`src/rtl/sbs_pkg.sv`:
```
// shared constants, types and helpers for the sorted table binary search unit
`default_nettype none

package sbs_pkg;

    localparam int TABLE_DEPTH = 1024;
    localparam int VALUE_WIDTH = 32;
    localparam int FIELD_W     = 32;
    localparam int IDX_W       = $clog2(TABLE_DEPTH);
    localparam int CNT_W       = $clog2(TABLE_DEPTH + 1);
    localparam int CFG_IDX_W   = 1;
    localparam int CFG_DATA_W  = CNT_W;
    localparam int QUEUE_DEPTH = 2;
    localparam int QPTR_W      = $clog2(QUEUE_DEPTH);
    localparam int QCNT_W      = $clog2(QUEUE_DEPTH + 1);

    localparam logic [CFG_IDX_W-1:0] REG_ENTRIES = 1'b0;
    localparam logic [CFG_IDX_W-1:0] REG_MODE    = 1'b1;

    localparam logic REQ_WRITE  = 1'b0;
    localparam logic REQ_SEARCH = 1'b1;

    localparam logic MODE_EXACT = 1'b0;
    localparam logic MODE_LEFT  = 1'b1;

    typedef enum logic [1:0] {
        OP_WRITE,
        OP_EXACT,
        OP_LEFT,
        OP_MISS
    } op_t;

    typedef struct packed {
        op_t                            op;
        logic [IDX_W-1:0]               idx;
        logic signed [VALUE_WIDTH-1:0]  value;
        logic [CNT_W-1:0]               count;
    } item_t;

    // sign-extend a field to 64 bits, then wrap to the table value width
    function automatic logic signed [VALUE_WIDTH-1:0] to_value(input logic [FIELD_W-1:0] f);
        logic [63:0] ext;
        ext = {{(64 - FIELD_W){f[FIELD_W-1]}}, f};
        return ext[VALUE_WIDTH-1:0];
    endfunction

endpackage

`default_nettype wire

```
`src/rtl/sbs_queue.sv`:
```
// short fifo of classified transactions between front and back
`default_nettype none

module sbs_queue (
    input  wire logic            clk,
    input  wire logic            rst_n,
    input  wire logic            push,
    input  wire sbs_pkg::item_t  item_in,
    input  wire logic            pop,
    output sbs_pkg::item_t       item_out,
    output logic                 empty,
    output logic                 full
);

    sbs_pkg::item_t               slot_reg [sbs_pkg::QUEUE_DEPTH];
    logic [sbs_pkg::QPTR_W-1:0]   wr_ptr_reg;
    logic [sbs_pkg::QPTR_W-1:0]   rd_ptr_reg;
    logic [sbs_pkg::QCNT_W-1:0]   count_reg;
    logic                         do_push;
    logic                         do_pop;

    assign empty    = (count_reg == '0);
    assign full     = (count_reg == sbs_pkg::QCNT_W'(sbs_pkg::QUEUE_DEPTH));
    assign item_out = slot_reg[rd_ptr_reg];
    assign do_push  = push && !full;
    assign do_pop   = pop && !empty;

    always_ff @(posedge clk or negedge rst_n)
    begin
        if (!rst_n)
        begin
            wr_ptr_reg <= '0;
            rd_ptr_reg <= '0;
            count_reg  <= '0;
        end
        else
        begin
            if (do_push)
                wr_ptr_reg <= wr_ptr_reg + sbs_pkg::QPTR_W'(1);
            if (do_pop)
                rd_ptr_reg <= rd_ptr_reg + sbs_pkg::QPTR_W'(1);
            if (do_push && !do_pop)
                count_reg <= count_reg + sbs_pkg::QCNT_W'(1);
            else if (do_pop && !do_push)
                count_reg <= count_reg - sbs_pkg::QCNT_W'(1);
        end
    end

    always_ff @(posedge clk)
    begin
        if (do_push)
            slot_reg[wr_ptr_reg] <= item_in;
    end

endmodule

`default_nettype wire

```
`config.mk`:
```
export PLATFORM = sky130hd
export DESIGN_NAME = sbs_queue
export DESIGN_NICKNAME = d
export VERILOG_FILES = /design/src/rtl/sbs_pkg.sv /design/src/rtl/sbs_queue.sv
export SDC_FILE = /design/constraint.sdc
export NUM_CORES = 1
export LEC_CHECK = 0
export BUFFER_PORTS_ARGS = -buffer_cell sky130_fd_sc_hd__buf_2
export CAP_MARGIN = 20
export CORE_MARGIN = 1
export CORE_UTILIZATION = 40
export CTS_BUF_LIST = sky130_fd_sc_hd__clkbuf_4 sky130_fd_sc_hd__clkbuf_8
export DETAILED_ROUTE_END_ITERATION = 16
export SYNTH_ARGS = -nofsm -noshare
export SYNTH_HDL_FRONTEND = slang
export SYNTH_SLANG_ARGS = --single-unit
```
`constraint.sdc`:
```
create_clock -name clk -period 7.25 [get_ports clk]
set_input_delay 0.725 -clock clk [delete_from_list [all_inputs] [get_ports clk]]
set_output_delay 0.725 -clock clk [all_outputs]
set_load 0.02 [all_outputs]
```
Word-level counts from Yosys, hierarchy flattened
Memory sizes are Yosys's and may differ from the RTL's.
Index checks and enable logic that the tools add are counted.
{ "word_totals": {"reg_bits": 4, "mem_bits_rw": 110, "output_inout_bits": 57, "elab_cells": 23, "mem_count": 1} }
{ "op_classes": {"n_addsub": 4, "eq_ne": 1, "mux": 4, "reduce_logical": 10} }
{ "memory_table": {"columns": ["memory", "depth", "word_bits", "read_ports", "rd_clocked_by_memory_dff", "wr", "line_no", "rtl"], "rows": [
  ["slot_reg", 2, 55, 1, 0, 1, "sbs_queue.sv:15", "sbs_pkg::item_t slot_reg [sbs_pkg::QUEUE_DEPTH];"]
]} }
{ "op_table": {"columns": ["cell", "count"], "rows": [
  ["$logic_and 1x1->1", 4],
  ["$logic_not 1->1", 4],
  ["$mux 2", 2],
  ["$add 1x1->1 const B", 2],
  ["$add 2x1->2 const B", 1],
  ["$eq 2x2->1 const B", 1],
  ["$logic_not 2->1", 1],
  ["$mux 1", 2],
  ["$reduce_bool 2->1", 1],
  ["$sub 2x1->2 const B", 1]
]} }

Logic depth before layout (Yosys ltp)
Gate-level depths: netlist of run 1.
{ "logic_depth": {"depth_word": 7, "depth_mapped": 7} }

Least setup slack after synthesis of run 1
No wires, ideal clock.
{ "synth_path": {"kind": "input port to flip-flop", "startpoint": "input push", "endpoint": "memory slot_reg[0][0] (netlist name) (enable)", "setup_time_ns": 0.468, "arrival_time_ns": 3.118, "t_required_ns": 6.782, "setup_slack_ns": 3.664, "stages": 2, "cell_sequence": "nand2_1 -> nor2_1"} }
{ "synth_via": {"elab_chain_cells": 3} }
{ "synth_lines": {"columns": ["item", "line_no", "rtl"], "rows": [
  ["start, declared", "sbs_queue.sv:7", "input wire logic push,"],
  ["$logic_and 1x1->1", "sbs_queue.sv:25", "assign do_push = push && !full;"],
  ["$mux 1", "sbs_queue.sv:51", "if (do_push)"],
  ["$mux 1 (not written as such)", "sbs_queue.sv:52", "slot_reg[wr_ptr_reg] <= item_in;"],
  ["end, declared", "sbs_queue.sv:15", null]
]} }
No other way between the ends.

==> run_results.csv, run 1 <==
group,metric,value,unit
floorplan,die_area,0.0112,sq mm
floorplan,die_x,106,um
routing,top_layer_used,"met5",
routing,viasPerCell,4.59,
clocking,clockBufferDepth,2,
routing,wire_per_inst,15.1,um
worst_setup_path,worstSetupEndpointType,"primary output",
clocking,cts_hold_buf,0,
routing,wl_met2,3.41,mm
clocking,clock_latency,0.41,ns
timing,timing.final.crit_share,0.394,
routing,dr.pass1.iters,4,
synth,yosysSeqAreaShare,0.786,
clocking,h-tree-depth,4,
placed_design,dp.cells,437,
global_route,grt_pass1_wl,10.8,mm
timing,relSlewSlack,0.323,
finish,seqCellArea,0.00341,sq mm
worst_setup_path,startpoint,"rd_ptr_reg",
timing,max_freq,350,MHz
clocking,postCtsSetupRepairBufs,0,
synth,synth_seq_cells,114,
routing,ant_nets,0,
finish,areaGrowthSynthToFinish,25.9,%
finish,fillCellCount,872,
timing,grt_setup_unrepaired,"no",
worst_setup_path,path_class,"flop to primary output",
worst_setup_path,r2r-end,"slot_reg[0][35]",
finish,final_cell_mix,"buf_2 (115), edfxtp_1 (110), mux2_4 (40)",
min_path,hold_path.class,"input pin to async pin",
synth,synth_cells,190,
flow_run,drv_cap,0,
timing,skew,0.0113,ns
synth,syn_nets,250,
finish,fin_cells,468,
timing,drv_slew,0,
power,p_per_area,432,mW/mm^2
finish,drive_gt1_frac,0.614,
worst_setup_path,worstRegToRegCells,4,
floorplan,rows,37,
global_route,grt_overflow,0,
worst_setup_path,rr_startpoint,"count_reg[0]",
worst_setup_path,start_kind,"flop",
worst_setup_path,critPathCapture,"item_out[38]",
worst_setup_path,regToRegSetupSlack,5.09,ns
routing,drc_errors,0,
routing,initialDrtViolationCount,58,
worst_setup_path,required,6.52,ns
placed_design,dp_hpwl,4.24,mm
power,finalPower,0.00235,W
clocking,clock-root-buffer,"clkbuf_8",
floorplan,die_h,106,um
timing,fin_hold_ws,0.107,ns
floorplan,coreArea,0.0104,sq mm
routing,wirelength,7.08,mm
timing,worst_pin_slew,1.02,ns
clocking,cts_tree,"done",
clocking,cts.clk_slew.worst_paths,0.07,ns
global_route,antenna_found_initial,1,
power,p_leak,2.18,nW
placed_design,finalWeightedCongestion,0.661,
timing,hold_viol,0,
routing,met1_length,3.06,mm
global_route,grt_util_all_layers,0.134,
synth,ys.warnings.count,0,
clocking,cts-resized-gates,0,
routing,vias,2146,
clocking,cts_made_buffers,17,
finish,largest_reg_flops,110,
routing,wl_met3,486,um
timing,fin_crit,2.85,ns
global_route,grt_max_degree,57,
finish,final_common_cell,"buf_2",
worst_setup_path,cp.arrival,2.13,ns
finish,diodes,0,
timing,setup_violations,0,
power,ir_drop,0.211,mV
global_route,grt_pass1_vias,2245,
synth,syn_area,0.00433,sq mm
floorplan,io_pins,116,
clocking,cts.sinks,114,
status,status,"complete, no violations",
finish,multi_input_area,867,sq um
synth,syn_area_per_cell,22.8,sq um
floorplan,initial_core_util,0.416,
finish,final_nets,380,
placed_design,portBuffers,115,
worst_setup_path,crit_fanout,56,
timing,tns,0,ns
synth,yosysUniqueCellTypes,15,
worst min path at each step:
stage / end
2_1_floorplan: count_reg[0]
4_1_cts: count_reg[1]
6_report: count_reg[1]
3_5_place_dp: count_reg[1]
5_1_grt: count_reg[1]
3_3_place_gp: count_reg[1]
synthesized netlist by cell type:
cell | count | area share
inv_1 | 2 | 0.0017
and3_1 | 1 | 0.0014
dfrtp_1 | 4 | 0.023
nor2_1 | 3 | 0.0026
mux2_4 | 40 | 0.14
nand2_1 | 1 | 0.00087
nand2b_1 | 1 | 0.0014
o21ai_0 | 1 | 0.0012
buf_2 | 1 | 0.0012
xnor2_1 | 3 | 0.0061
xor2_1 | 2 | 0.0040
mux2_2 | 15 | 0.039
ha_1 | 1 | 0.0029
edfxtp_1 | 110 | 0.76
buf_6 | 5 | 0.013
report_power, final:
part | switching, W | internal (W) | total, W | leakage (nW)
Combinational | 0.000376 | 0.000344 | 0.000720 | 0.908
Sequential | 0.000120 | 0.000903 | 0.00102 | 1.07
Clock | 0.000241 | 0.000370 | 0.000611 | 0.206
Total | 0.000737 | 0.00162 | 0.00235 | 2.18
routing by layer:
| metal | up-vias | track usage |
|---|---|---|
| li1 | 1006 | - |
| met1 | 1045 | 0.146 |
| met2 | 82 | 0.218 |
| met3 | 11 | 0.0625 |
| met4 | 2 | 0.0675 |
| met5 | - | 0 |
worst max-delay path, stage by stage (launching register included):
cell,delay (ns)
dfrtp_4,1.06
mux2_2,0.42
buf_2,0.16
layout make-up:
cell class,instances,share of cell area
clock inverters,13,0.0308
multi-input cells,68,0.159
clock buffers,18,0.0443
well taps,136,0.0312
repair buffers,117,0.108
flip-flops and latches,114,0.625
inverters,2,0.00138
per-stage QoR:
stage | util | setup slack [ns] | area [sq um]
after floorplan | - | 3.66 | 4330
after global placement | 0.484 | 4.82 | 5040
after detailed placement | 0.484 | 4.82 | 5040
after CTS | 0.523 | 4.36 | 5450
after global routing | 0.523 | 4.30 | 5450
final | 0.523 | 4.40 | 5450
cells by family after synthesis:
logic type / synth area share
AOI/OAI and AO/OA: 0.00115
and+or+nand+nor: 0.00636
DFF: 0.786
buffers and inverters: 0.0159
xor gates and xnor gates: 0.0101
muxes: 0.178
adders and majority gates: 0.00289
(Power assumes the default switching activity.)
==> run 2: changes to the inputs <==
- PLACE_DENSITY: unset -> 0.66
- clock period: 7.25 -> 2.4 ns (I/O delays scaled with it)
==> run 2 against run 1 <==
  * Final area increased by 8.1%
  * Hold slack got worse by 0.077 ns
  * Via count grew 8.2%
==> run_results.csv, run 2 (same netlist as run 1, synthesis figures left out) <==
group,metric,value,unit
finish,fin_util,0.566,
floorplan,die_x,106,um
floorplan,die_h,106,um
timing,drv_slew,0,
clocking,cts_tree,"done",
global_route,grt_pass1_vias,2412,
finish,areaGrowthSynthToFinish,36.0,%
timing,tns,0,ns
worst_setup_path,r2r-end,"slot_reg[0][49]",
timing,relSlewSlack,0.696,
power,p_leak,2.36,nW
min_path,holdPathEnd,"slot_reg[0][10]",
clocking,h-tree-depth,4,
finish,final_nets,427,
timing,hold_viol,0,
min_path,hp-start,"item_in[10]",
worst_setup_path,worstSetupEndpointType,"primary output",
routing,viasPerCell,4.52,
routing,drc_errors,0,
finish,diodes,0,
timing,timing.final.crit_share,0.890,
power,power.internal,0.00476,W
clocking,cts-resized-gates,0,
clocking,clock-root-buffer,"clkbuf_8",
power,switchingPower,0.00224,W
clocking,clockBufferDepth,2,
finish,final_cell_mix,"buf_2 (115), edfxtp_1 (110), dlygate4sd3_1 (44)",
worst_setup_path,start_kind,"flop",
clocking,cts.sinks,114,
timing,setup_violations,0,
power,comb_power_share,0.353,
min_path,hold_path.class,"input pin to flop",
power,p_per_area,1190,mW/mm^2
global_route,grt_util_all_layers,0.137,
global_route,grt_pass1_wl,11.4,mm
timing,max_freq,468,MHz
worst_setup_path,path_class,"flop to primary output",
clocking,clock_latency,0.40,ns
floorplan,coreArea,0.0104,sq mm
placed_design,finalWeightedCongestion,0.646,
routing,wire_per_inst,14.3,um
routing,wirelength,7.35,mm
power,pwr-share-clk,0.231,
routing,initialDrtViolationCount,63,
routing,dr.pass1.iters,4,
timing,skew,0.00516,ns
worst_setup_path,worstRegToRegCells,4,
floorplan,die_area,0.0112,sq mm
flow_run,drv_cap,0,
power,ir_drop,0.643,mV
worst_setup_path,regToRegSetupSlack,0.77,ns
timing,worst_pin_slew,0.457,ns
floorplan,rows,37,
min_path,hold_depth,1,
worst_setup_path,rr_startpoint,"count_reg[0]",
power,switching_share,0.320,
global_route,grt_max_degree,56,
clocking,cts_made_buffers,17,
power,power_frac_seq,0.416,
placed_design,portBuffers,115,
finish,final_common_cell,"buf_2",
routing,vias,2323,
timing,fin_crit,2.14,ns
worst_setup_path,cp.arrival,1.90,ns
status,status,"complete, no violations",
worst_setup_path,crit_fanout,17,
global_route,grt_overflow,0,
floorplan,initial_core_util,0.416,
placed_design,dp_hpwl,4.43,mm
routing,ant_nets,0,
global_route,antenna_found_initial,0,
timing,grt_setup_unrepaired,"no",
worst_setup_path,required,2.16,ns
finish,drive_gt1_frac,0.545,
finish,largest_reg_flops,110,
clocking,cts.clk_slew.worst_paths,0.06,ns
floorplan,io_pins,116,
run 2: changes by cell type in the layout (fill, tap and decap cells not counted):
cell	delta
buf_12	+2
clkinvlp_4	+1
clkinv_4	+1
buf_4	+1
bufinv_16	-2
dlygate4sd3_1	+44
clkinv_2	-1
run 2: repair_timing:
| action | in CTS | in global routing |
|---|---|---|
| endpoints found under the hold margin | 48 | 38 |
| hold buffers | 24 | 20 |
| setup buffers | 0 | 0 |
| endpoints found under the setup margin | 0 | 0 |
run 2: worst max-delay path by stage:
stage,from,end,slack (ns),depth (start not counted)
floorplan,count_reg[0],slot_reg[1][0],0.08,2
global placement,rd_ptr_reg,item_out[33],0.73,3
detailed placement,rd_ptr_reg,item_out[29],0.68,3
CTS,rd_ptr_reg,item_out[29],0.23,3
global route,rd_ptr_reg,item_out[38],0.16,3
finish,rd_ptr_reg,item_out[38],0.26,3
run 2: layout make-up:
| class | instances | area (sq um) |
|---|---|---|
| flip-flops and latches | 114 | 3410 |
| fillers | 837 | 4530 |
| clock buffers | 18 | 241 |
| multi-input cells | 68 | 867 |
| clock inverters | 12 | 119 |
| well taps | 136 | 170 |
| inverters | 2 | 7.51 |
| repair buffers | 164 | 1080 |
run 2: power by group through the flow:
stage | logic, W | clock network (W) | registers [W]
after floorplan | 0.00186 | 0 | 0.00287
after global placement | 0.00243 | 0 | 0.00294
after detailed placement | 0.00245 | 0 | 0.00296
after CTS | 0.00250 | 0.00167 | 0.00292
after global routing | 0.00264 | 0.00175 | 0.00296
final | 0.00247 | 0.00161 | 0.00292
run 2: layer usage:
| layer | up-vias | routed length [um] | global-route usage |
|---|---|---|---|
| met5 | - | 0 | 0 |
| met4 | 0 | 82 | 0.0476 |
| met3 | 8 | 521 | 0.0656 |
| met2 | 86 | 3740 | 0.227 |
| met1 | 1133 | 3000 | 0.154 |
| li1 | 1096 | - | - |
run 2: critical path, stage by stage, from the launching register on:
cell	delay [ns]
dfrtp_4	0.59
buf_4	0.34
mux2_2	0.39
buf_2	0.16
run 2: metrics by stage:
stage	total power (W)	instances	worst slack [ns]	instance area (sq um)	hold WS, ns
after global routing	0.00736	514	0.162	5890	0.000213
final	0.00701	514	0.264	5890	0.0303
after floorplan	0.00473	190	0.0771	4340	-0.0556
after CTS	0.00709	494	0.230	5690	0.0000272
after detailed placement	0.00542	440	0.684	5090	0.0522
after global placement	0.00537	440	0.725	5090	0.0478
