$ cat config.mk
export PLATFORM = sky130hd
export DESIGN_NAME = sbs_front
export DESIGN_NICKNAME = d
export VERILOG_FILES = /design/src/rtl/sbs_pkg.sv /design/src/rtl/sbs_front.sv
export SDC_FILE = /design/constraint.sdc
export NUM_CORES = 1
export LEC_CHECK = 0
export BUFFER_PORTS_ARGS = -buffer_cell sky130_fd_sc_hd__clkbuf_2
export CAP_MARGIN = 20
export CORE_UTILIZATION = 30
export CTS_CLUSTER_SIZE = 24
export DETAILED_ROUTE_END_ITERATION = 7
export MAX_ROUTING_LAYER = met4
export PLACE_DENSITY = 0.89
export SETUP_SLACK_MARGIN = 0.4
export SLEW_MARGIN = 15
export SYNTH_ARGS = -nofsm -noshare
export SYNTH_HDL_FRONTEND = slang
export SYNTH_SLANG_ARGS = --single-unit
$ cat constraint.sdc
create_clock -name clk -period 1.8 [get_ports clk]
set_input_delay 0.18 -clock clk [delete_from_list [all_inputs] [get_ports clk]]
set_output_delay 0.18 -clock clk [all_outputs]
set_load 0.01 [all_outputs]
$ cat src/rtl/sbs_pkg.sv
// shared constants, types and helpers for the sorted table binary search unit
`default_nettype none

package sbs_pkg;

    localparam int TABLE_DEPTH = 1024;
    localparam int VALUE_WIDTH = 32;
    localparam int FIELD_W     = 32;
    localparam int IDX_W       = $clog2(TABLE_DEPTH);
    localparam int CNT_W       = $clog2(TABLE_DEPTH + 1);
    localparam int CFG_IDX_W   = 1;
    localparam int CFG_DATA_W  = CNT_W;
    localparam int QUEUE_DEPTH = 2;
    localparam int QPTR_W      = $clog2(QUEUE_DEPTH);
    localparam int QCNT_W      = $clog2(QUEUE_DEPTH + 1);

    localparam logic [CFG_IDX_W-1:0] REG_ENTRIES = 1'b0;
    localparam logic [CFG_IDX_W-1:0] REG_MODE    = 1'b1;

    localparam logic REQ_WRITE  = 1'b0;
    localparam logic REQ_SEARCH = 1'b1;

    localparam logic MODE_EXACT = 1'b0;
    localparam logic MODE_LEFT  = 1'b1;

    typedef enum logic [1:0] {
        OP_WRITE,
        OP_EXACT,
        OP_LEFT,
        OP_MISS
    } op_t;

    typedef struct packed {
        op_t                            op;
        logic [IDX_W-1:0]               idx;
        logic signed [VALUE_WIDTH-1:0]  value;
        logic [CNT_W-1:0]               count;
    } item_t;

    // sign-extend a field to 64 bits, then wrap to the table value width
    function automatic logic signed [VALUE_WIDTH-1:0] to_value(input logic [FIELD_W-1:0] f);
        logic [63:0] ext;
        ext = {{(64 - FIELD_W){f[FIELD_W-1]}}, f};
        return ext[VALUE_WIDTH-1:0];
    endfunction

endpackage

`default_nettype wire

$ cat src/rtl/sbs_front.sv
// front end: configuration registers, request acceptance and classification
`default_nettype none

module sbs_front (
    input  wire logic                                clk,
    input  wire logic                                rst_n,
    input  wire logic                                start,
    output logic                                     busy,
    input  wire logic                                req_type,
    input  wire logic [sbs_pkg::IDX_W-1:0]           entry_index,
    input  wire logic signed [sbs_pkg::FIELD_W-1:0]  entry_value,
    input  wire logic signed [sbs_pkg::FIELD_W-1:0]  search_key,
    input  wire logic                                cfg_wr_en,
    input  wire logic [sbs_pkg::CFG_IDX_W-1:0]       cfg_index,
    input  wire logic [sbs_pkg::CFG_DATA_W-1:0]      cfg_wdata,
    input  wire logic                                queue_full,
    output logic                                     push,
    output sbs_pkg::item_t                           item
);

    logic [sbs_pkg::CNT_W-1:0] entries_reg;
    logic                      mode_reg;
    logic [sbs_pkg::CNT_W-1:0] count_sat;
    logic                      in_range;

    always_ff @(posedge clk or negedge rst_n)
    begin
        if (!rst_n)
        begin
            entries_reg <= '0;
            mode_reg    <= sbs_pkg::MODE_EXACT;
        end
        else if (cfg_wr_en)
        begin
            case (cfg_index)
                sbs_pkg::REG_ENTRIES: entries_reg <= cfg_wdata[sbs_pkg::CNT_W-1:0];
                sbs_pkg::REG_MODE:    mode_reg    <= cfg_wdata[0];
                default:              ;
            endcase
        end
    end

    always_comb
    begin
        count_sat = (entries_reg > sbs_pkg::CNT_W'(sbs_pkg::TABLE_DEPTH))
                  ? sbs_pkg::CNT_W'(sbs_pkg::TABLE_DEPTH) : entries_reg;
        in_range  = (sbs_pkg::CNT_W'(entry_index) < sbs_pkg::CNT_W'(sbs_pkg::TABLE_DEPTH));

        busy = queue_full;

        item.idx   = entry_index;
        item.count = count_sat;
        if (req_type == sbs_pkg::REQ_WRITE)
        begin
            item.op    = sbs_pkg::OP_WRITE;
            item.value = sbs_pkg::to_value(entry_value);
        end
        else
        begin
            item.value = sbs_pkg::to_value(search_key);
            if (count_sat == '0)
                item.op = sbs_pkg::OP_MISS;
            else if (mode_reg == sbs_pkg::MODE_LEFT)
                item.op = sbs_pkg::OP_LEFT;
            else
                item.op = sbs_pkg::OP_EXACT;
        end

        // out-of-range writes are dropped here
        push = start && !queue_full && (req_type == sbs_pkg::REQ_SEARCH || in_range);
    end

endmodule

`default_nettype wire

=== Word level (Yosys, flattened, before mapping) ===
Cells that the tools add are included.

* Output and inout port bits: 57
* Word-level logic and storage cells: 14
* Register bits after elaboration: 12

* Magnitude comparators: 1
* Mux-type cells: 5
* Reductions and logical operators: 5
* Bitwise gates (word level): 1

{| class="wikitable"
|+ Operator list
! cell !! number
|-
| $mux W32 || 1
|-
| $gt A11 B11 Y1 const B || 1
|-
| $logic_not A11 Y1 || 1
|-
| $mux W11 || 1
|-
| $mux W2 || 3
|-
| $reduce_and A2 Y1 || 2
|-
| $logic_and A1 B1 Y1 || 1
|-
| $logic_not A1 Y1 || 1
|-
| $not A1 Y1 || 1
|}

=== Longest topological paths before layout ===
Gate-level depths: netlist of run 1.

* Depth in word-level cells: 5
* Depth in mapped cells: 4
* Mapped depth without buffers: 2

=== Least setup slack after synthesis of run 1 ===
No wires, ideal clock.

* Path kind: reg-to-output
* Start point: register entries_reg[2] (netlist name)
* End point: output item[54] (netlist name)
* Required time: 1.620 ns
* Arrival: 1.292 ns
* Setup slack: 0.328 ns
* Cell stages (with the launch flop): 3
* Cell sequence: dfrtp_1 > or4_1 > o31ai_1

{| class="wikitable"
|+ RTL lines
! what !! line !! source
|-
| start, declared || sbs_front.sv:21 || <nowiki>logic [sbs_pkg::CNT_W-1:0] entries_reg;</nowiki>
|-
| start signal, assigned || sbs_front.sv:36 || <nowiki>sbs_pkg::REG_ENTRIES: entries_reg <= cfg_wdata[sbs_pkg::CNT_W-1:0];</nowiki>
|-
| end, declared || sbs_front.sv:18 || <nowiki>output sbs_pkg::item_t item</nowiki>
|}

==> results of run 1 <==
cell usage after synthesis:
library cell and count:
sky130_fd_sc_hd__mux2_2 44, sky130_fd_sc_hd__buf_4 12, sky130_fd_sc_hd__dfrtp_1 12, sky130_fd_sc_hd__nor2b_1 12, sky130_fd_sc_hd__buf_2 4, sky130_fd_sc_hd__clkbuf_1 2
sky130_fd_sc_hd__nand2_1 2, sky130_fd_sc_hd__or4_1 2, sky130_fd_sc_hd__inv_1 1, sky130_fd_sc_hd__o31ai_1 1, sky130_fd_sc_hd__o32ai_2 1, sky130_fd_sc_hd__or4b_4 1
final cells by class:
| class | count | share of cell area |
|---|---|---|
| multi-input cells | 63 | 0.375 |
| inverters | 1 | 0.00215 |
| well taps | 46 | 0.0329 |
| repair buffers | 135 | 0.405 |
| clock buffers | 3 | 0.0129 |
| flip-flops and latches | 12 | 0.172 |
worst max-delay path by stage:
stage / endpoint / cells after the start / start
after floorplan: item[53] / 2 / entries_reg[0]
after global placement: item[53] / 3 / entries_reg[0]
after detailed placement: item[53] / 3 / entries_reg[6]
after CTS: item[53] / 3 / entries_reg[9]
after global routing: item[53] / 3 / entries_reg[3]
final: item[53] / 3 / entries_reg[10]
routing by layer:
| metal | global-route usage | share of wire | vias to the layer above |
|---|---|---|---|
| met5 | - | 0 | - |
| met1 | 0.210 | 0.39 | 524 |
| met2 | 0.300 | 0.52 | 59 |
| li1 | - | - | 561 |
| met3 | 0.0483 | 0.079 | 4 |
| met4 | 0.0487 | 0.0097 | 0 |
cell families after synthesis:
family                 count (synthesis)
and+or+nand+nor                       17
AOI/OAI and AO/OA                      2
buffers and inverters                 19
DFF                                   12
muxes                                 44
power groups by stage:
stage / Clock (W) / Sequential (W) / Combinational [W]
6_report: 0.000147 / 0.000340 / 0.000467
3_3_place_gp: 0 / 0.000337 / 0.000431
2_1_floorplan: 0 / 0.000335 / 0.000254
3_5_place_dp: 0 / 0.000345 / 0.000434
5_1_grt: 0.000168 / 0.000346 / 0.000508
4_1_cts: 0.000155 / 0.000340 / 0.000450
through the flow:
stage	setup TNS, ns	utilization	area [um^2]	cells
2_1_floorplan	0	-	1060	94
3_3_place_gp	0	0.499	1660	253
3_5_place_dp	0	0.499	1660	253
4_1_cts	-0.0725	0.514	1720	259
5_1_grt	-0.136	0.524	1750	260
6_report	-0.0207	0.524	1750	260
repair_timing:
action,in CTS,in global routing
hold buffers,1,0
gates resized for setup,1,17
pin swaps,2,2
endpoints found under the hold margin,12,0
setup buffers,2,1
setup endpoints to repair,2,2
==> impl_metrics.csv, run 1 <==
group,metric,value,unit
cells_and_area,area.sequential,300,um^2
timing,final-hold-violation-count,0,
route,num_vias,1148,
global_routing,grt_pass1_wl,4750,um
critical_path,critical_path.max_stage_delay,0.55,ns
run,timing.max_cap.violations,0,
global_routing,number_of_global_route_vias_before_repair,1054,
timing,grt_setup_unrepaired,"true",
floorplan,fp.dieH,61.2,um
synth,synth_area_in_xor_xnor,0,
clocking,cts_root_buf,"sky130_fd_sc_hd__clkbuf_4",
synth,synthesis.nets,186,
timing,layout_min_cycle_time,1.82,ns
floorplan,chipWidth,61.2,um
clocking,clock_tree_from_tritoncts,"yes",
route,detailedRoute.firstIterationViolations,12,
cells_and_area,syn_to_final_growth,66.1,%
min_path,hold_path.class,"in -> reg",
synth,synth_compound_area_frac,0.0226,
power,power.share.switching,0.310,
power,p_total,0.000954,W
placement,finalWeightedCongestion,0.767,
synth,ys_warnings,0,
critical_path,critPathSlowestCell,"sky130_fd_sc_hd__or4_4",
clocking,clock_latency,0.25,ns
synth,synth_top_area_frac,0.471,
timing,report.final.setup_viol,1,
synth,mappedNetlistArea,0.00105,mm^2
cells_and_area,largest_register_ffs,11,
cells_and_area,final_cell_mix,"sky130_fd_sc_hd__clkbuf_2, sky130_fd_sc_hd__mux2_2, sky130_fd_sc_hd__dfrtp_1, sky130_fd_sc_hd__buf_2, sky130_fd_sc_hd__nor2b_1",
synth,syn-mean-instance-area,11.2,um^2
min_path,hold_path_end,"entries_reg[8]",
critical_path,largest_delay_contributor_family_on_the_critical_path,"simple AND/OR/NAND/NOR gates",
cells_and_area,area_of_combinational_cells_with_multiple_inputs,656,um^2
power,share_clk_of_total_power,0.154,
critical_path,path_max_fanout,2,
synth,synthTopCellsByArea,"sky130_fd_sc_hd__mux2_2, sky130_fd_sc_hd__dfrtp_1, sky130_fd_sc_hd__buf_4",
cells_and_area,final.fill_count,333,
power,power.net_switching,0.000295,W
clocking,cts_max_path_buffers,2,
critical_path,regToRegStartpoint,"entries_reg[10]",
critical_path,worstRegToRegCells,3,
min_path,timing.hold.worst.start,"cfg_wdata[8]",
synth,synth-simple-area-share,0.106,
min_path,hold_path_depth,2,
critical_path,setup.worst_path.class,"reg -> out",
outcome,failing_checks,"negative setup slack",
cells_and_area,antennaDiodeCount,0,
global_routing,grt_overflow,0,
route,drt_pre_antenna_iters,2,
critical_path,timing.critical_path.buf_inv,1,
timing,max_clock_freq,549,MHz
power,p_per_area,546,mW/mm^2
critical_path,worstSetupEndpointType,"output pin",
synth,synth_largest_area_cell,"sky130_fd_sc_hd__mux2_2",
floorplan,initial_core_util,0.315,
power,combinationalPowerShare,0.489,
power,leakagePower,0.959,nW
timing,hold_slack,0.159,ns
floorplan,ios,149,
placement,detailed_place_hpwl,3010,um
floorplan,floorplan.core_area,0.00334,mm^2
placement,pre_cts_ws,0.217,ns
global_routing,grt_start_max_net_pins,35,
timing,worst_pin_slew,0.396,ns
global_routing,grt.total_usage,0.179,
synth,synth.lib_cells_used.distinct,12,
route,remaining_drc_errors,0,
critical_path,path_cells,"or4_4 -> o32ai_2 -> buf_2",
cells_and_area,drive_gt1_frac,0.883,
timing,setup_slack,-0.0207,ns
floorplan,std_cell_rows,21,
route,average_wire_length_per_cell_after_detail_routing,13.0,um
timing,fin_skew,0,ns
route,route.detailed.vias_per_inst,4.42,
placement,numPortBuffers,128,
critical_path,timing.critical_path.arrival,1.64,ns
power,sequentialPowerShare,0.357,
route,finalWirelength,3390,um
synth,synth_seq_cells,12,
synth,main_combinational_cell_family_by_area_after_synthesis,"multiplexers",
synth,ys_seq_area_frac,0.285,
synth,fraction_of_synthesized_area_in_multiplexers,0.471,
power,cell_internal_pwr,0.000659,W
global_routing,number_of_antenna_violations_at_the_first_check_in_global_routing,0,
route,detail-route-antenna-nets,0,
clocking,clkSinkCount,12,
critical_path,required,1.62,ns
synth,syn-instance-count,94,
critical_path,ff2ff_setup_slack,0.76,ns
power,power.ir.vdd_worst,0.000260,V
timing,min_period_over_period,1.01,
critical_path,capturing_point_of_the_worst_reg2reg_path,"entries_reg[10]",
synth,post_synth_fa_ha_maj_area_fraction,0,
clocking,clk_pin_slew_worst_paths,0.06,ns
outcome,outcome,"finished, violations left",
critical_path,critPathLaunchType,"register",
cells_and_area,nNetsFinal,308,
floorplan,die_area,0.00375,mm^2
clocking,htreeDepth,1,
timing,max_slew_margin,0.736,
cells_and_area,layout.cells.most_common,"sky130_fd_sc_hd__clkbuf_2",
timing,final-max-slew-violation-count,0,
clocking,cts-buffers-inserted,3,
(Power assumes the default switching activity.)
==> inputs of run 2 (changes only) <==
Settings changed: CAP_MARGIN 20 to 10, SETUP_SLACK_MARGIN 0.4 to 0.05.
==> impl_metrics.csv, run 2 (synthesis gave the netlist of run 1 again) <==
group,metric,value,unit
cells_and_area,final_util,0.522,
route,num_vias,1165,
critical_path,timing.critical_path.arrival,1.67,ns
outcome,outcome,"finished, violations left",
floorplan,chipWidth,61.2,um
global_routing,grt_pass1_wl,4970,um
critical_path,ff2ff_setup_slack,0.87,ns
timing,worst_pin_slew,0.395,ns
clocking,clk_pin_slew_worst_paths,0.07,ns
critical_path,capturing_point_of_the_worst_reg2reg_path,"entries_reg[10]",
floorplan,initial_core_util,0.315,
cells_and_area,drive_gt1_frac,0.865,
floorplan,die_area,0.00375,mm^2
timing,report.final.setup_viol,2,
timing,final-hold-violation-count,0,
clocking,clock_latency,0.27,ns
clocking,htreeDepth,1,
floorplan,fp.dieH,61.2,um
power,power.share.switching,0.311,
timing,grt_setup_unrepaired,"true",
critical_path,worst_setup_path_startpoint,"entries_reg[2]",
timing,final-max-slew-violation-count,0,
critical_path,worstRegToRegCells,2,
route,finalWirelength,3410,um
clocking,cts_max_path_buffers,2,
route,remaining_drc_errors,0,
floorplan,floorplan.core_area,0.00334,mm^2
power,sequentialPowerShare,0.336,
cells_and_area,antennaDiodeCount,0,
critical_path,critPathLaunchType,"register",
power,p_per_area,576,mW/mm^2
clocking,cts_root_buf,"sky130_fd_sc_hd__clkbuf_4",
timing,setup_total_negative_slack,-0.0770,ns
power,power.ir.vdd_worst,0.000242,V
critical_path,setup.worst_path.class,"reg -> out",
placement,detailed_place_hpwl,2920,um
critical_path,path_max_fanout,2,
clocking,clkSinkCount,12,
timing,max_slew_margin,0.737,
clocking,clock_tree_from_tritoncts,"yes",
route,detailedRoute.firstIterationViolations,23,
timing,fin_skew,0,ns
critical_path,required,1.62,ns
min_path,hold_path.class,"in -> reg",
timing,max_clock_freq,541,MHz
cells_and_area,layout.cells.most_common,"sky130_fd_sc_hd__clkbuf_2",
critical_path,regToRegStartpoint,"entries_reg[10]",
cells_and_area,final_cell_mix,"sky130_fd_sc_hd__clkbuf_2, sky130_fd_sc_hd__mux2_2, sky130_fd_sc_hd__nor2b_1, sky130_fd_sc_hd__dfrtp_1, sky130_fd_sc_hd__buf_4",
cells_and_area,nNetsFinal,308,
critical_path,worstSetupEndpointType,"output pin",
placement,finalWeightedCongestion,0.761,
run,timing.max_cap.violations,0,
power,share_clk_of_total_power,0.211,
global_routing,grt.total_usage,0.192,
placement,pre_cts_ws,0.198,ns
clocking,cts-buffers-inserted,3,
power,cell_internal_pwr,0.000692,W
power,leakagePower,0.951,nW
critical_path,worstSetupEndpoint,"item[53]",
global_routing,number_of_global_route_vias_before_repair,1122,
cells_and_area,syn_to_final_growth,65.6,%
global_routing,grt_start_max_net_pins,35,
route,average_wire_length_per_cell_after_detail_routing,13.0,um
placement,numPortBuffers,128,
floorplan,std_cell_rows,21,
route,drt_pre_antenna_iters,4,
global_routing,number_of_antenna_violations_at_the_first_check_in_global_routing,0,
route,route.detailed.vias_per_inst,4.46,
timing,min_period_over_period,1.03,
power,combinationalPowerShare,0.454,
timing,layout_min_cycle_time,1.85,ns
timing,setup_slack,-0.0488,ns
power,power.net_switching,0.000313,W
outcome,failing_checks,"negative setup slack",
power,p_total,0.00100,W
route,detail-route-antenna-nets,0,
floorplan,ios,149,
cells_and_area,largest_register_ffs,11,
global_routing,grt_overflow,0,
-- run 2: worst min path at each step --
| stage | from | to | depth (start not counted) |
|---|---|---|---|
| floorplan | rst_n | entries_reg[0] | 0 |
| global placement | rst_n | entries_reg[9] | 1 |
| detailed placement | rst_n | entries_reg[9] | 1 |
| CTS | cfg_wdata[9] | entries_reg[9] | 2 |
| global route | cfg_wdata[10] | entries_reg[10] | 2 |
| finish | cfg_wdata[10] | entries_reg[10] | 2 |
-- run 2: cell type report --
type | instances | area [um^2]
clock buffer | 4 | 36.3
timing repair buffer | 135 | 696
sequential | 12 | 300
tap | 46 | 57.6
multi-input combinational | 63 | 649
inverter | 1 | 3.75
fill | 336 | 1590
-- run 2: worst max-delay path, stage by stage (launching register included) --
cell and delay [ns]:
sky130_fd_sc_hd__dfrtp_1 0.39, sky130_fd_sc_hd__or4_4 0.57, sky130_fd_sc_hd__o32ai_4 0.28, sky130_fd_sc_hd__buf_2 0.17
-- run 2: through the flow --
step / instance area [um^2] / instances / hold slack [ns]
after floorplan: 1050 / 94 / -0.116
after global placement: 1660 / 253 / 0.0721
after detailed placement: 1660 / 253 / 0.0792
after CTS: 1730 / 259 / 0.138
after global routing: 1740 / 261 / 0.120
final: 1740 / 261 / 0.139
-- run 2: power groups by stage --
stage | Clock, W | Sequential (W) | Combinational, W
global route | 0.000234 | 0.000343 | 0.000496
floorplan | 0 | 0.000334 | 0.000251
global placement | 0 | 0.000335 | 0.000428
CTS | 0.000217 | 0.000338 | 0.000450
detailed placement | 0 | 0.000340 | 0.000434
finish | 0.000211 | 0.000337 | 0.000456
-- run 2: what timing repair did --
item                                    in CTS  in global routing
endpoints found under the hold margin       12                  0
gates cloned                                 0                  0
buffers inserted                             1                  2
endpoints found under the setup margin       2                  2
gates resized for setup                      3                  2
pin swaps                                    2                  2
hold buffers                                 1                  0
-- run 2: layer usage --
metal / routed length (um) / GRT usage
met5: 0 / -
met3: 263 / 0.0630
met2: 1830 / 0.342
met4: 29 / 0.0519
met1: 1280 / 0.203
